`src/snfcs_pkg.sv`:
```
// Package for the SPI NOR flash command sequencer: item types, codes, constants.
// No dependencies.
`default_nettype none
package snfcs_pkg;

  localparam int unsigned PageBytesDefault   = 256;
  localparam int unsigned SectorBytesDefault = 4096;
  localparam int unsigned QueueDepth         = 2;

  localparam logic [15:0] TimeoutReset = 16'd10000;

  typedef enum logic [2:0] {
    ACT_READ  = 3'd0,
    ACT_PROG  = 3'd1,
    ACT_ERASE = 3'd2,
    ACT_BYTE  = 3'd3,
    ACT_DATA  = 3'd4,
    ACT_TICK  = 3'd5,
    ACT_RSV6  = 3'd6,
    ACT_RSV7  = 3'd7
  } action_t;

  typedef enum logic [3:0] {
    PH_IDLE      = 4'd0,
    PH_RD_HDR    = 4'd1,
    PH_RD_DATA   = 4'd2,
    PH_WREN      = 4'd3,
    PH_CMD_HDR   = 4'd4,
    PH_WAIT_DATA = 4'd5,
    PH_PROG_DATA = 4'd6,
    PH_POLL_CMD  = 4'd7,
    PH_POLL_STAT = 4'd8
  } phase_t;

  typedef enum logic [1:0] {
    KIND_READ  = 2'd0,
    KIND_PROG  = 2'd1,
    KIND_ERASE = 2'd2
  } kind_t;

  typedef enum logic [1:0] {
    ST_OK       = 2'd0,
    ST_XFER_ERR = 2'd1,
    ST_TIMEOUT  = 2'd2,
    ST_REJECTED = 2'd3
  } status_t;

  localparam logic [7:0] OP_READ   = 8'h03;
  localparam logic [7:0] OP_PROG   = 8'h02;
  localparam logic [7:0] OP_WREN   = 8'h06;
  localparam logic [7:0] OP_ERASE  = 8'h20;
  localparam logic [7:0] OP_STATUS = 8'h05;
  localparam logic [7:0] DUMMY     = 8'hFF;

  typedef struct packed {
    logic [2:0]  action;
    logic [23:0] address;
    logic [23:0] length;
    logic [7:0]  rx_byte;
    logic        xfer_error;
    logic [7:0]  write_byte;
  } in_item_t;

  typedef struct packed {
    logic       tx_valid;
    logic [7:0] tx_byte;
    logic       frame_start;
    logic       frame_end;
    logic       read_valid;
    logic [7:0] read_data;
    logic       need_data;
    logic       done_res;
    logic [1:0] status;
    logic       busy_res;
  } out_item_t;

  // Classified event handed from front to back
  typedef struct packed {
    logic       is_cmd;
    logic       is_byte;
    logic       is_data;
    logic       is_tick;
    kind_t      kind;
    in_item_t   item;
  } event_t;

endpackage
`default_nettype wire

```
`src/snfcs_front.sv`:
```
// Front end: accepts input items, classifies them and queues them for the engine.
// Depends on snfcs_pkg.
`default_nettype none
module snfcs_front
  import snfcs_pkg::*;
(
  input  wire logic     clk,
  input  wire logic     rst,
  input  wire logic     push,
  output logic          full,
  input  wire in_item_t in_item,
  output logic          ev_valid,
  output event_t        ev,
  input  wire logic     ev_take
);

  localparam int unsigned PtrW = $clog2(QueueDepth);

  event_t         mem [QueueDepth];
  logic [PtrW-1:0] wr_ptr;
  logic [PtrW-1:0] rd_ptr;
  logic [PtrW:0]   count;
  event_t         cls;
  logic           do_push;
  logic           do_pop;

  // Classify the incoming action
  always_comb begin
    cls         = '0;
    cls.item    = in_item;
    cls.kind    = kind_t'(in_item.action[1:0]);
    unique case (action_t'(in_item.action))
      ACT_READ, ACT_PROG, ACT_ERASE: cls.is_cmd = 1'b1;
      ACT_BYTE:                      cls.is_byte = 1'b1;
      ACT_DATA:                      cls.is_data = 1'b1;
      ACT_TICK:                      cls.is_tick = 1'b1;
      default:                       cls.is_cmd = 1'b0;
    endcase
  end

  assign full     = (count == (PtrW+1)'(QueueDepth));
  assign do_push  = push && !full;
  assign ev_valid = (count != '0);
  assign do_pop   = ev_valid && ev_take;
  assign ev       = mem[rd_ptr];

  // Store classified items
  always_ff @(posedge clk) begin
    if (do_push) begin
      mem[wr_ptr] <= cls;
    end
  end

  // Advance pointers
  always_ff @(posedge clk) begin
    if (rst) begin
      wr_ptr <= '0;
      rd_ptr <= '0;
      count  <= '0;
    end else begin
      if (do_push) wr_ptr <= (wr_ptr == PtrW'(QueueDepth-1)) ? '0 : wr_ptr + 1'b1;
      if (do_pop)  rd_ptr <= (rd_ptr == PtrW'(QueueDepth-1)) ? '0 : rd_ptr + 1'b1;
      count <= count + (PtrW+1)'(do_push) - (PtrW+1)'(do_pop);
    end
  end

endmodule
`default_nettype wire

```
`src/snfcs_engine.sv`:
```
// Back end: flash FSM, one event per cycle into a result register unless a result waits.
// Depends on snfcs_pkg.
`default_nettype none
module snfcs_engine
  import snfcs_pkg::*;
#(
  parameter int unsigned PAGE_BYTES   = PageBytesDefault,
  parameter int unsigned SECTOR_BYTES = SectorBytesDefault
)(
  input  wire logic        clk,
  input  wire logic        rst,
  input  wire logic [15:0] busy_timeout_ms,
  input  wire logic        ev_valid,
  input  wire event_t      ev,
  output logic             ev_take,
  output logic             res_valid,
  output out_item_t        res,
  input  wire logic        res_take
);

  localparam int unsigned PageW = $clog2(PAGE_BYTES);

  phase_t      phase, phase_next;
  kind_t       kind, kind_next;
  logic [23:0] cur_addr, cur_addr_next;
  logic [23:0] bytes_left, bytes_left_next;
  logic [8:0]  chunk_left, chunk_left_next;
  logic [1:0]  hdr_idx, hdr_idx_next;
  logic [15:0] wait_ticks, wait_ticks_next;
  out_item_t   o;
  logic [23:0] room;
  logic [23:0] bl_dec;

  assign ev_take = ev_valid && (!res_valid || res_take);
  assign bl_dec  = bytes_left - 24'd1;

  // Process one event
  always_comb begin
    phase_next      = phase;
    kind_next       = kind;
    cur_addr_next   = cur_addr;
    bytes_left_next = bytes_left;
    chunk_left_next = chunk_left;
    hdr_idx_next    = hdr_idx;
    wait_ticks_next = wait_ticks;
    o               = '0;
    room            = 24'(PAGE_BYTES) - 24'(cur_addr[PageW-1:0]);

    if (ev.is_cmd) begin
      if (phase != PH_IDLE) begin
        o.status = ST_REJECTED;
      end else begin
        kind_next       = ev.kind;
        cur_addr_next   = ev.item.address;
        bytes_left_next = ev.item.length;
        hdr_idx_next    = '0;
        if (ev.kind == KIND_READ) begin
          phase_next    = PH_RD_HDR;
          o.tx_valid    = 1'b1;
          o.tx_byte     = OP_READ;
          o.frame_start = 1'b1;
        end else if (ev.item.length == '0) begin
          o.done_res = 1'b1;
          phase_next = PH_IDLE;
        end else begin
          room = 24'(PAGE_BYTES) - 24'(ev.item.address[PageW-1:0]);
          if (ev.kind == KIND_PROG)
            chunk_left_next = (ev.item.length < room) ? ev.item.length[8:0] : room[8:0];
          phase_next    = PH_WREN;
          o.tx_valid    = 1'b1;
          o.tx_byte     = OP_WREN;
          o.frame_start = 1'b1;
          o.frame_end   = 1'b1;
        end
      end
    end else if (ev.is_byte && phase != PH_IDLE && phase != PH_WAIT_DATA) begin
      if (ev.item.xfer_error) begin
        o.done_res  = 1'b1;
        o.status    = ST_XFER_ERR;
        o.frame_end = 1'b1;
        phase_next  = PH_IDLE;
      end else begin
        unique case (phase)
          PH_RD_HDR, PH_CMD_HDR: begin
            if (hdr_idx != 2'd3) begin
              hdr_idx_next = hdr_idx + 2'd1;
              o.tx_valid   = 1'b1;
              unique case (hdr_idx)
                2'd0:    o.tx_byte = cur_addr[23:16];
                2'd1:    o.tx_byte = cur_addr[15:8];
                default: o.tx_byte = cur_addr[7:0];
              endcase
              o.frame_end = (hdr_idx == 2'd2) &&
                            (kind == KIND_ERASE || (kind == KIND_READ && bytes_left == '0));
            end else if (kind == KIND_READ) begin
              if (bytes_left == '0) begin
                o.done_res = 1'b1;
                phase_next = PH_IDLE;
              end else begin
                phase_next  = PH_RD_DATA;
                o.tx_valid  = 1'b1;
                o.tx_byte   = DUMMY;
                o.frame_end = (bytes_left == 24'd1);
              end
            end else if (kind == KIND_PROG) begin
              phase_next = PH_WAIT_DATA;
            end else begin
              wait_ticks_next = '0;
              phase_next      = PH_POLL_CMD;
              o.tx_valid      = 1'b1;
              o.tx_byte       = OP_STATUS;
              o.frame_start   = 1'b1;
            end
          end
          PH_RD_DATA: begin
            o.read_valid    = 1'b1;
            o.read_data     = ev.item.rx_byte;
            bytes_left_next = bl_dec;
            if (bl_dec == '0) begin
              o.done_res = 1'b1;
              phase_next = PH_IDLE;
            end else begin
              o.tx_valid  = 1'b1;
              o.tx_byte   = DUMMY;
              o.frame_end = (bl_dec == 24'd1);
            end
          end
          PH_WREN: begin
            phase_next    = PH_CMD_HDR;
            hdr_idx_next  = '0;
            o.tx_valid    = 1'b1;
            o.tx_byte     = (kind == KIND_PROG) ? OP_PROG : OP_ERASE;
            o.frame_start = 1'b1;
          end
          PH_PROG_DATA: begin
            chunk_left_next = chunk_left - 9'd1;
            bytes_left_next = bl_dec;
            cur_addr_next   = cur_addr + 24'd1;
            if (chunk_left != 9'd1) begin
              phase_next = PH_WAIT_DATA;
            end else begin
              wait_ticks_next = '0;
              phase_next      = PH_POLL_CMD;
              o.tx_valid      = 1'b1;
              o.tx_byte       = OP_STATUS;
              o.frame_start   = 1'b1;
            end
          end
          PH_POLL_CMD: begin
            phase_next  = PH_POLL_STAT;
            o.tx_valid  = 1'b1;
            o.tx_byte   = DUMMY;
            o.frame_end = 1'b1;
          end
          PH_POLL_STAT: begin
            if (ev.item.rx_byte[0]) begin
              if (wait_ticks >= busy_timeout_ms) begin
                o.done_res = 1'b1;
                o.status   = ST_TIMEOUT;
                phase_next = PH_IDLE;
              end else begin
                phase_next    = PH_POLL_CMD;
                o.tx_valid    = 1'b1;
                o.tx_byte     = OP_STATUS;
                o.frame_start = 1'b1;
              end
            end else begin
              if (kind == KIND_ERASE) begin
                cur_addr_next   = cur_addr + 24'(SECTOR_BYTES);
                bytes_left_next = (bytes_left > 24'(SECTOR_BYTES)) ?
                                  bytes_left - 24'(SECTOR_BYTES) : '0;
              end
              if (bytes_left_next == '0) begin
                o.done_res = 1'b1;
                phase_next = PH_IDLE;
              end else begin
                room = 24'(PAGE_BYTES) - 24'(cur_addr_next[PageW-1:0]);
                if (kind == KIND_PROG)
                  chunk_left_next = (bytes_left_next < room) ?
                                    bytes_left_next[8:0] : room[8:0];
                phase_next    = PH_WREN;
                o.tx_valid    = 1'b1;
                o.tx_byte     = OP_WREN;
                o.frame_start = 1'b1;
                o.frame_end   = 1'b1;
              end
            end
          end
          default: phase_next = phase;
        endcase
      end
    end else if (ev.is_data && phase == PH_WAIT_DATA) begin
      phase_next  = PH_PROG_DATA;
      o.tx_valid  = 1'b1;
      o.tx_byte   = ev.item.write_byte;
      o.frame_end = (chunk_left == 9'd1);
    end else if (ev.is_tick && (phase == PH_POLL_CMD || phase == PH_POLL_STAT)
                 && wait_ticks != 16'hFFFF) begin
      wait_ticks_next = wait_ticks + 16'd1;
    end

    o.need_data = (phase_next == PH_WAIT_DATA);
    o.busy_res  = (phase_next != PH_IDLE);
  end

  // Hold state and the result register
  always_ff @(posedge clk) begin
    if (rst) begin
      phase      <= PH_IDLE;
      kind       <= KIND_READ;
      cur_addr   <= '0;
      bytes_left <= '0;
      chunk_left <= '0;
      hdr_idx    <= '0;
      wait_ticks <= '0;
      res_valid  <= 1'b0;
    end else begin
      if (ev_take) begin
        phase      <= phase_next;
        kind       <= kind_next;
        cur_addr   <= cur_addr_next;
        bytes_left <= bytes_left_next;
        chunk_left <= chunk_left_next;
        hdr_idx    <= hdr_idx_next;
        wait_ticks <= wait_ticks_next;
        res_valid  <= 1'b1;
      end else if (res_take) begin
        res_valid <= 1'b0;
      end
    end
  end

  always_ff @(posedge clk) begin
    if (ev_take) res <= o;
  end

endmodule
`default_nettype wire

```
`src/spi_nor_flash_command_sequencer_core.sv`:
```
// SPI NOR flash command sequencer: usage and throughput
// Input is a queue: write an item with push while full is low. Each item is a host
// command (read, program, erase region), an SPI byte-done event, a program data
// byte or a 1 ms tick. Every accepted item yields exactly one result item.
// Results are a queue: while empty is low the oldest result sits on result;
// pop takes it. A result tells the SPI master what byte to send and when to
// toggle chip select, carries read data, and reports done, status and busy.
// The input queue holds each accepted item; the engine takes it from the queue head
// and loads its result into the result register.
// Throughput: one item per cycle sustained while results are popped; the engine
// updates its state once per item; the two-entry input queue plus result register
// let both sides stall independently. A stalled popper fills the result register,
// then the queue, then raises full; nothing is lost.
// busy_timeout_ms is written with cfg_we/cfg_data; the user must write it only while
// idle, which the block does not enforce; it resets to 10000.
// Synchronous reset clears the queue, the result register and goes to idle.
// Depends on snfcs_pkg, snfcs_front, snfcs_engine.
`default_nettype none
module spi_nor_flash_command_sequencer_core
  import snfcs_pkg::*;
#(
  parameter int unsigned PAGE_BYTES   = PageBytesDefault,
  parameter int unsigned SECTOR_BYTES = SectorBytesDefault
)(
  input  wire logic        clk,
  input  wire logic        rst,
  input  wire logic        push,
  output logic             full,
  input  wire in_item_t    item,
  output logic             empty,
  input  wire logic        pop,
  output out_item_t        result,
  input  wire logic        cfg_we,
  input  wire logic [15:0] cfg_data
);

  logic [15:0] timeout_reg;
  logic        ev_valid;
  event_t      ev;
  logic        ev_take;
  logic        res_valid;

  // Hold the timeout register
  always_ff @(posedge clk) begin
    if (rst) timeout_reg <= TimeoutReset;
    else if (cfg_we) timeout_reg <= cfg_data;
  end

  snfcs_front u_front (
    .clk      (clk),
    .rst      (rst),
    .push     (push),
    .full     (full),
    .in_item  (item),
    .ev_valid (ev_valid),
    .ev       (ev),
    .ev_take  (ev_take)
  );

  snfcs_engine #(
    .PAGE_BYTES   (PAGE_BYTES),
    .SECTOR_BYTES (SECTOR_BYTES)
  ) u_engine (
    .clk             (clk),
    .rst             (rst),
    .busy_timeout_ms (timeout_reg),
    .ev_valid        (ev_valid),
    .ev              (ev),
    .ev_take         (ev_take),
    .res_valid       (res_valid),
    .res             (result),
    .res_take        (pop)
  );

  assign empty = !res_valid;

`ifndef NO_ASSERTIONS
  // A result is taken only when one is present, so a queued event must move on
  a_take_moves: assert property (@(posedge clk) disable iff (rst)
    (ev_valid && !empty && pop) |-> ev_take)
    else $error("engine stalled while result drained");

  // A held result stays put while not popped
  a_hold: assert property (@(posedge clk) disable iff (rst)
    (!empty && !pop) |=> (!empty && $stable(result)))
    else $error("result changed while stalled");

  // Need-data and busy agree
  a_need_busy: assert property (@(posedge clk) disable iff (rst)
    (!empty && result.need_data) |-> result.busy_res)
    else $error("need_data without busy");
`endif

endmodule
`default_nettype wire

```
`config.mk`:
```
export PLATFORM = sky130hd
export DESIGN_NAME = spi_nor_flash_command_sequencer_core
export DESIGN_NICKNAME = d
export VERILOG_FILES = /design/src/snfcs_pkg.sv /design/src/snfcs_front.sv /design/src/snfcs_engine.sv /design/src/spi_nor_flash_command_sequencer_core.sv
export SDC_FILE = /design/constraint.sdc
export NUM_CORES = 1
export LEC_CHECK = 0
export BUFFER_PORTS_ARGS = -buffer_cell sky130_fd_sc_hd__buf_2
export CORE_UTILIZATION = 45
export DETAILED_ROUTE_END_ITERATION = 8
export GPL_ROUTABILITY_DRIVEN = 0
export PLACE_DENSITY = 0.6
export SLEW_MARGIN = 5
export SYNTH_ARGS = -nofsm -noshare
export SYNTH_HDL_FRONTEND = slang
export SYNTH_SLANG_ARGS = --single-unit
```
`constraint.sdc`:
```
create_clock -name clk -period 8 [get_ports clk]
set_clock_uncertainty 0.2 [all_clocks]
set_input_delay 0.8 -clock clk [delete_from_list [all_inputs] [get_ports clk]]
set_output_delay 0.8 -clock clk [all_outputs]
set_load 0.02 [all_outputs]
```
[Yosys cells after proc, flatten, opt, wreduce, memory -nomap -nowiden]
Memory sizes are Yosys's and may differ from the RTL's. A register that Yosys moved wholly into a read port is not among the register bits.
Cells that the tools add are included.
Operators by class
  $add $sub $neg: 13
  $lt $le $gt $ge: 4
  eq/ne operators: 44
  mux-type cells: 133
  bitwise logic cells: 4
  reductions and logical operators: 44
Operators with widths (number)
  24-bit two-way mux: 23
  9-bit two-way mux: 19
  16-bit two-way mux: 8
  24-bit logical NOT: 4
  24-bit one-hot mux with 2 select lines: 2
  10-bit two-way mux: 6
  9-bit one-hot mux with 6 select lines: 1
  24-bit by 1-bit == test with 1-bit output, second input constant: 2
  24-bit < comparator: 2
  11-bit two-way mux: 4
  4-bit two-way mux: 10
  1-bit two-way mux: 33
  16-bit one-hot mux with 2 select lines: 1
  2-bit two-way mux: 13
  24-bit by 1-bit adder with 24-bit output, second input constant: 1
  24-bit by 13-bit adder with 24-bit output, second input constant: 1
  24-bit by 13-bit > comparator with 1-bit output, second input constant: 1
  4-bit one-hot mux with 6 select lines: 1
  24-bit by 1-bit subtractor with 24-bit output, second input constant: 1
  24-bit by 13-bit subtractor with 24-bit output, second input constant: 1
  3-bit inequality test, second input constant: 7
  4-bit by 3-bit == test with 1-bit output, second input constant: 5
  9-bit by 8-bit subtractor with 10-bit output, first input constant: 2
  9-bit one-hot mux with 2 select lines: 1
  other kinds (45): 93
Storage, ports and cells
  register bits: 127
  bits in writable memories: 148
  input port bits: 89
  output and inout bits: 27
  logic and storage cells: 266
  memories: 1
Memory list
  u_front.mem: depth 2, width 74, read ports 1, clocked after memory_dff 1, wr ports 1, line snfcs_front.sv:19  | event_t mem [QueueDepth];

[Logic depth before layout (Yosys ltp)]
  depth after elaboration: 17
  mapped depth: 19
  mapped depth without buffers: 15

[By module]
A second synthesis with hierarchy kept.
Unflattened totals
  cell total of the unflattened synthesis: 1512
  area, all modules: 15114.5 um2
By module, submodules not included
  snfcs_engine: instances 1, cells an instance 1201, area an instance 9019.9 um2, seq. area each 2392.3 um2
  snfcs_front: instances 1, cells an instance 258, area an instance 5499.0 um2, seq. area each 4424.2 um2
  spi_nor_flash_command_sequencer_core: instances 1, cells an instance 53, area an instance 595.6 um2, seq. area each 320.3 um2

[Least setup slack after synthesis]
OpenSTA, ideal clock, no wires.
  path type: input to register
  start: input port push
  end: memory u_front.mem[0][0] (netlist name) (enable)
  setup time: 0.500 ns
  data arrival time: 3.851 ns
  required time: 7.300 ns
  path slack: 3.448 ns
  stages on the path: 2
  path buffers: 0
  cells stage by stage: nand2_1 -> nor2_1
Between the ends
  longest elaborated chain between the ends: 3
RTL lines
  start: declaration: line spi_nor_flash_command_sequencer_core.sv:27  | input wire logic push,
  1-bit logical AND: line snfcs_front.sv:42  | assign do_push = push && !full;
  1-bit two-way mux: line snfcs_front.sv:49  | if (do_push) begin
  1-bit two-way mux (implied by the code): line snfcs_front.sv:50  | mem[wr_ptr] <= cls;
  end: declaration: line snfcs_front.sv:19
Every way passes these cells.

[Worst setup path after layout]
  start: register u_engine.bytes_left[0]
  end: register u_engine.chunk_left[3]
Between the ends
  longest elaborated chain between the ends: 17
  elaborated cells between the ends (all ways): 21
  classes of those cells: 1 x add/sub; 2 x order compare; 1 x eq/ne; 15 x mux; 2 x reduce/logical
RTL lines
  start: declaration: line snfcs_engine.sv:26  | logic [23:0] bytes_left, bytes_left_next;
  start signal: assignment: line snfcs_engine.sv:222  | bytes_left <= bytes_left_next;
  24-bit by 13-bit subtractor with 24-bit output or 24-bit by 13-bit > comparator with 1-bit output (tied branches): line snfcs_engine.sv:171, snfcs_engine.sv:170
  24-bit two-way mux: line snfcs_engine.sv:170  | bytes_left_next = (bytes_left > 24'(SECTOR_BYTES)) ?
  24-bit two-way mux (*): line snfcs_engine.sv:168  | if (kind == KIND_ERASE) begin
  24-bit two-way mux (*): line snfcs_engine.sv:156  | if (ev.item.rx_byte[0]) begin
  24-bit two-way mux (*): line snfcs_engine.sv:83  | unique case (phase)
  24-bit two-way mux (*): line snfcs_engine.sv:77  | if (ev.item.xfer_error) begin
  24-bit two-way mux (*): line snfcs_engine.sv:76  | end else if (ev.is_byte && phase != PH_IDLE && phase != PH_WAIT_DATA) begin
  24-bit two-way mux (*): line snfcs_engine.sv:49  | if (ev.is_cmd) begin
  24-bit < comparator: line snfcs_engine.sv:179  | chunk_left_next = (bytes_left_next < room) ?
  9-bit two-way mux: line snfcs_engine.sv:179
  9-bit two-way mux: line snfcs_engine.sv:178  | if (kind == KIND_PROG)
  9-bit two-way mux: line snfcs_engine.sv:173  | if (bytes_left_next == '0) begin
  9-bit two-way mux: line snfcs_engine.sv:156
  9-bit one-hot mux with 2 select lines: line snfcs_engine.sv:83
  9-bit two-way mux: line snfcs_engine.sv:77
  9-bit two-way mux: line snfcs_engine.sv:76
  9-bit two-way mux: line snfcs_engine.sv:49
  end signal: assignment: line snfcs_engine.sv:223  | chunk_left <= chunk_left_next;
  end: declaration: line snfcs_engine.sv:27  | logic [8:0] chunk_left, chunk_left_next;
Every way passes the cells marked *; elsewhere a longest branch is shown, timed or not. The select of a mux whose other input is x is not followed.
A chain may end at the register's enable or synchronous reset.

==> qor.csv <==
metric,value,unit
status,completed,
total power,6.55,mW
Max Buffers Root-to-Sink,3,
register bit total from synthesis,270,
synthesized instance count,1523,
PwrDens,393,nW/um^2
vias post-DR,12100,
Regs by FF count,"u_front.mem x142, u_engine.res x25",
Final period util,66.3,%
max-cap viol count,0,
DP Area,15600,sq um
hold buffers post-CTS,0,
clk root buf,clkbuf_16,
ys flop type,edfxtp_1,
IO Count,116,
# DRC,0,
Hold WS,0.210,ns
largest net degree at the start of global routing,78,
min Tclk post-route,5.30,ns
number of CTS-inserted buffers,31,
Worst Hold Class,primary input to flip-flop,
first-pass GRT wire length,62900,um
Top reg by flops,u_front.mem,
Avg WL per Cell,19.4,um
CTS tree,built,
total gr overflow,0,
"Distinct cells, synth",88,
Synth Cell Area,14800,sq um
GRT Util Overall,23.5,%
Die Area,33600,sq um
Final Util,51.3,%
CP Data Required Time,8.20,ns
Crit path arrival time,5.50,ns
critical path capture point type,flip-flop,
via density per instance,5.88,
post-synth top area cell,edfxtp_1,
CORE AREA,32500,sq um
async set-reset flop share out of synthesis,0,%
max reg flops,142,
PostCTS Resize Cnt,0,
final WL,39800,um
Mapped Avg Cell Area,9.73,sq um
Leakage,6.14,nW
final hold vios,0,
share of the synthesized area in the top cell type,33.9,%
HPWL after DPL,27700,um
layout cells sized above 1,13.4,%
Final setup viols,0,
CP max FO,18,
Post-Route Setup TNS,0,ns
"Seq/Total Area, Yosys",47.8,%
Max Transition Viols Final,0,
CP startpoint kind,flip-flop,
initial antenna violation count,0,
vias in the first global route,11500,
DRT Pass-1 Iters,5,
PortBufs,115,
Tightest Pin Transition,1.13,ns
syn nets,1663,
Chip Width,183,um
FMAX,189,MHz
Filler cells,2998,
worst vdd ir,0.000185,V
Die H,183,um
H-Tree Depth,1,
"CTS clk-pin slew, worst paths",0.06,ns
Iteration-0 DRC Markers,1069,
Synth area leaders,"edfxtp_1 (34%), dfxtp_1 (14%), ha_1 (4.3%)",
worst-skew pair later-pin latency,0.58,ns
fin area,16700,sq um
fin nets,1725,
RSZ-0062 raised after global routing,false,
Slew HR,24.0,%
starting density of the core,45.6,%
Syn. warnings,0,
Area Growth Syn to Fin,12.4,%
"EDFF count, synth",167,
# clock sinks,270,
Routed Antenna Nets,0,
row count,66,
critical path type,flip-flop to flip-flop,
setup bufs post-CTS,0,
[cells in the final DEF, fill, tap and decap left out, types with 16 or more instances in the layout]
cell type	Yosys	final
nor4_1	32	32
nand3_1	32	32
nor3_1	48	48
mux2i_1	62	62
o22ai_1	23	23
o21ai_0	88	88
dfxtp_1	103	102
or3_1	16	16
a21oi_1	105	105
xnor2_1	28	28
nor2_1	163	161
inv_1	66	66
o211ai_1	16	16
clkbuf_16	0	31
edfxtp_1	167	167
a22oi_1	28	28
ha_1	51	51
buf_2	9	115
xor2_1	23	23
nand2_1	111	111
[synthesized netlist by cell type (9+ instances only)]
| library cell | instances |
|---|---|
| nand4_1 | 15 |
| o21ai_0 | 88 |
| a211oi_1 | 13 |
| o22ai_1 | 23 |
| nor3_1 | 48 |
| and3_1 | 12 |
| nand2b_1 | 9 |
| nor2_1 | 163 |
| edfxtp_1 | 167 |
| nor4_1 | 32 |
| nand3_1 | 32 |
| mux2_2 | 11 |
| a22oi_1 | 28 |
| inv_1 | 66 |
| or3_1 | 16 |
| nand2_1 | 111 |
| mux2i_1 | 62 |
| xnor2_1 | 28 |
| and2_1 | 15 |
| a21oi_1 | 105 |
| clkbuf_1 | 75 |
| dfxtp_1 | 103 |
| ha_1 | 51 |
| o211ai_1 | 16 |
| buf_2 | 9 |
| xor2_1 | 23 |
| a221oi_1 | 15 |
[through the flow]
step | setup WS (ns) | std cells
6_report | 2.70 | 2053
3_3_place_gp | 3.00 | 1994
4_1_cts | 2.78 | 2052
2_1_floorplan | 3.45 | 1523
5_1_grt | 2.30 | 2052
3_5_place_dp | 2.82 | 1994
[per-layer routing]
layer / up-vias / share of wire, % / track usage (%)
met1: 5762 / 45 / 32.1
met3: 65 / 5.7 / 3.13
met2: 407 / 47 / 38.7
met5: - / 0 / 0
li1: 5846 / - / -
met4: 0 / 2.7 / 7.57
[cell families (layout without fill, tap and decap cells)]
logic type,after synthesis,count (layout),share of synthesized area [%]
xor+xnor,51,51,3.02
other cells,0,1,0
simple gates,516,516,17.5
mux,73,73,5.03
buf+inv,166,253,4.60
flops,270,270,47.8
compound gates,396,396,17.8
fa+ha+maj,51,51,4.31
[power breakdown]
part	internal, mW	leakage [nW]	switching, mW
Combinational	1.11	3.24	1.98
Sequential	1.77	2.41	0.263
Clock	0.850	0.493	0.578
[layout make-up]
class                           instances  area [sq um]  share of cell area (%)
Clock inverter                         17           193                    1.16
Antenna cell                            1          2.50                  0.0150
Timing Repair Buffer                  128           673                    4.04
Tap cell                              442           553                    3.32
Sequential cell                       270          7080                    42.5
Inverter                               67           251                    1.51
Clock buffer                           41           823                    4.94
Multi-Input combinational cell       1087          7070                    42.5
[worst max-delay path, cell delays in order (launching register included)]
cell,delay (ns)
dfxtp_1,0.40
inv_1,0.17
ha_1,0.33
nor3b_1,0.58
a41oi_1,0.26
nor3_1,0.90
nor2_1,0.11
ha_1,0.33
o21a_1,0.17
o2111ai_1,0.21
nor2_1,0.11
a211oi_4,0.71
nor3_1,0.10
a2111oi_0,0.45
a221oi_2,0.10
[path summary, 6_finish.rpt]
path	start	endpoint	slack, ns	cells past startpoint
worst min register to register	u_engine.chunk_left[3]	u_engine.chunk_left[3]	0.29	2
worst min-delay path	item[63]	u_front.mem[1][63]	0.21	1
worst max register to register	u_engine.bytes_left[0]	u_engine.chunk_left[3]	2.70	14
worst max-delay path	u_engine.bytes_left[0]	u_engine.chunk_left[3]	2.70	14
No activity file was read; power rests on OpenSTA's default activity.
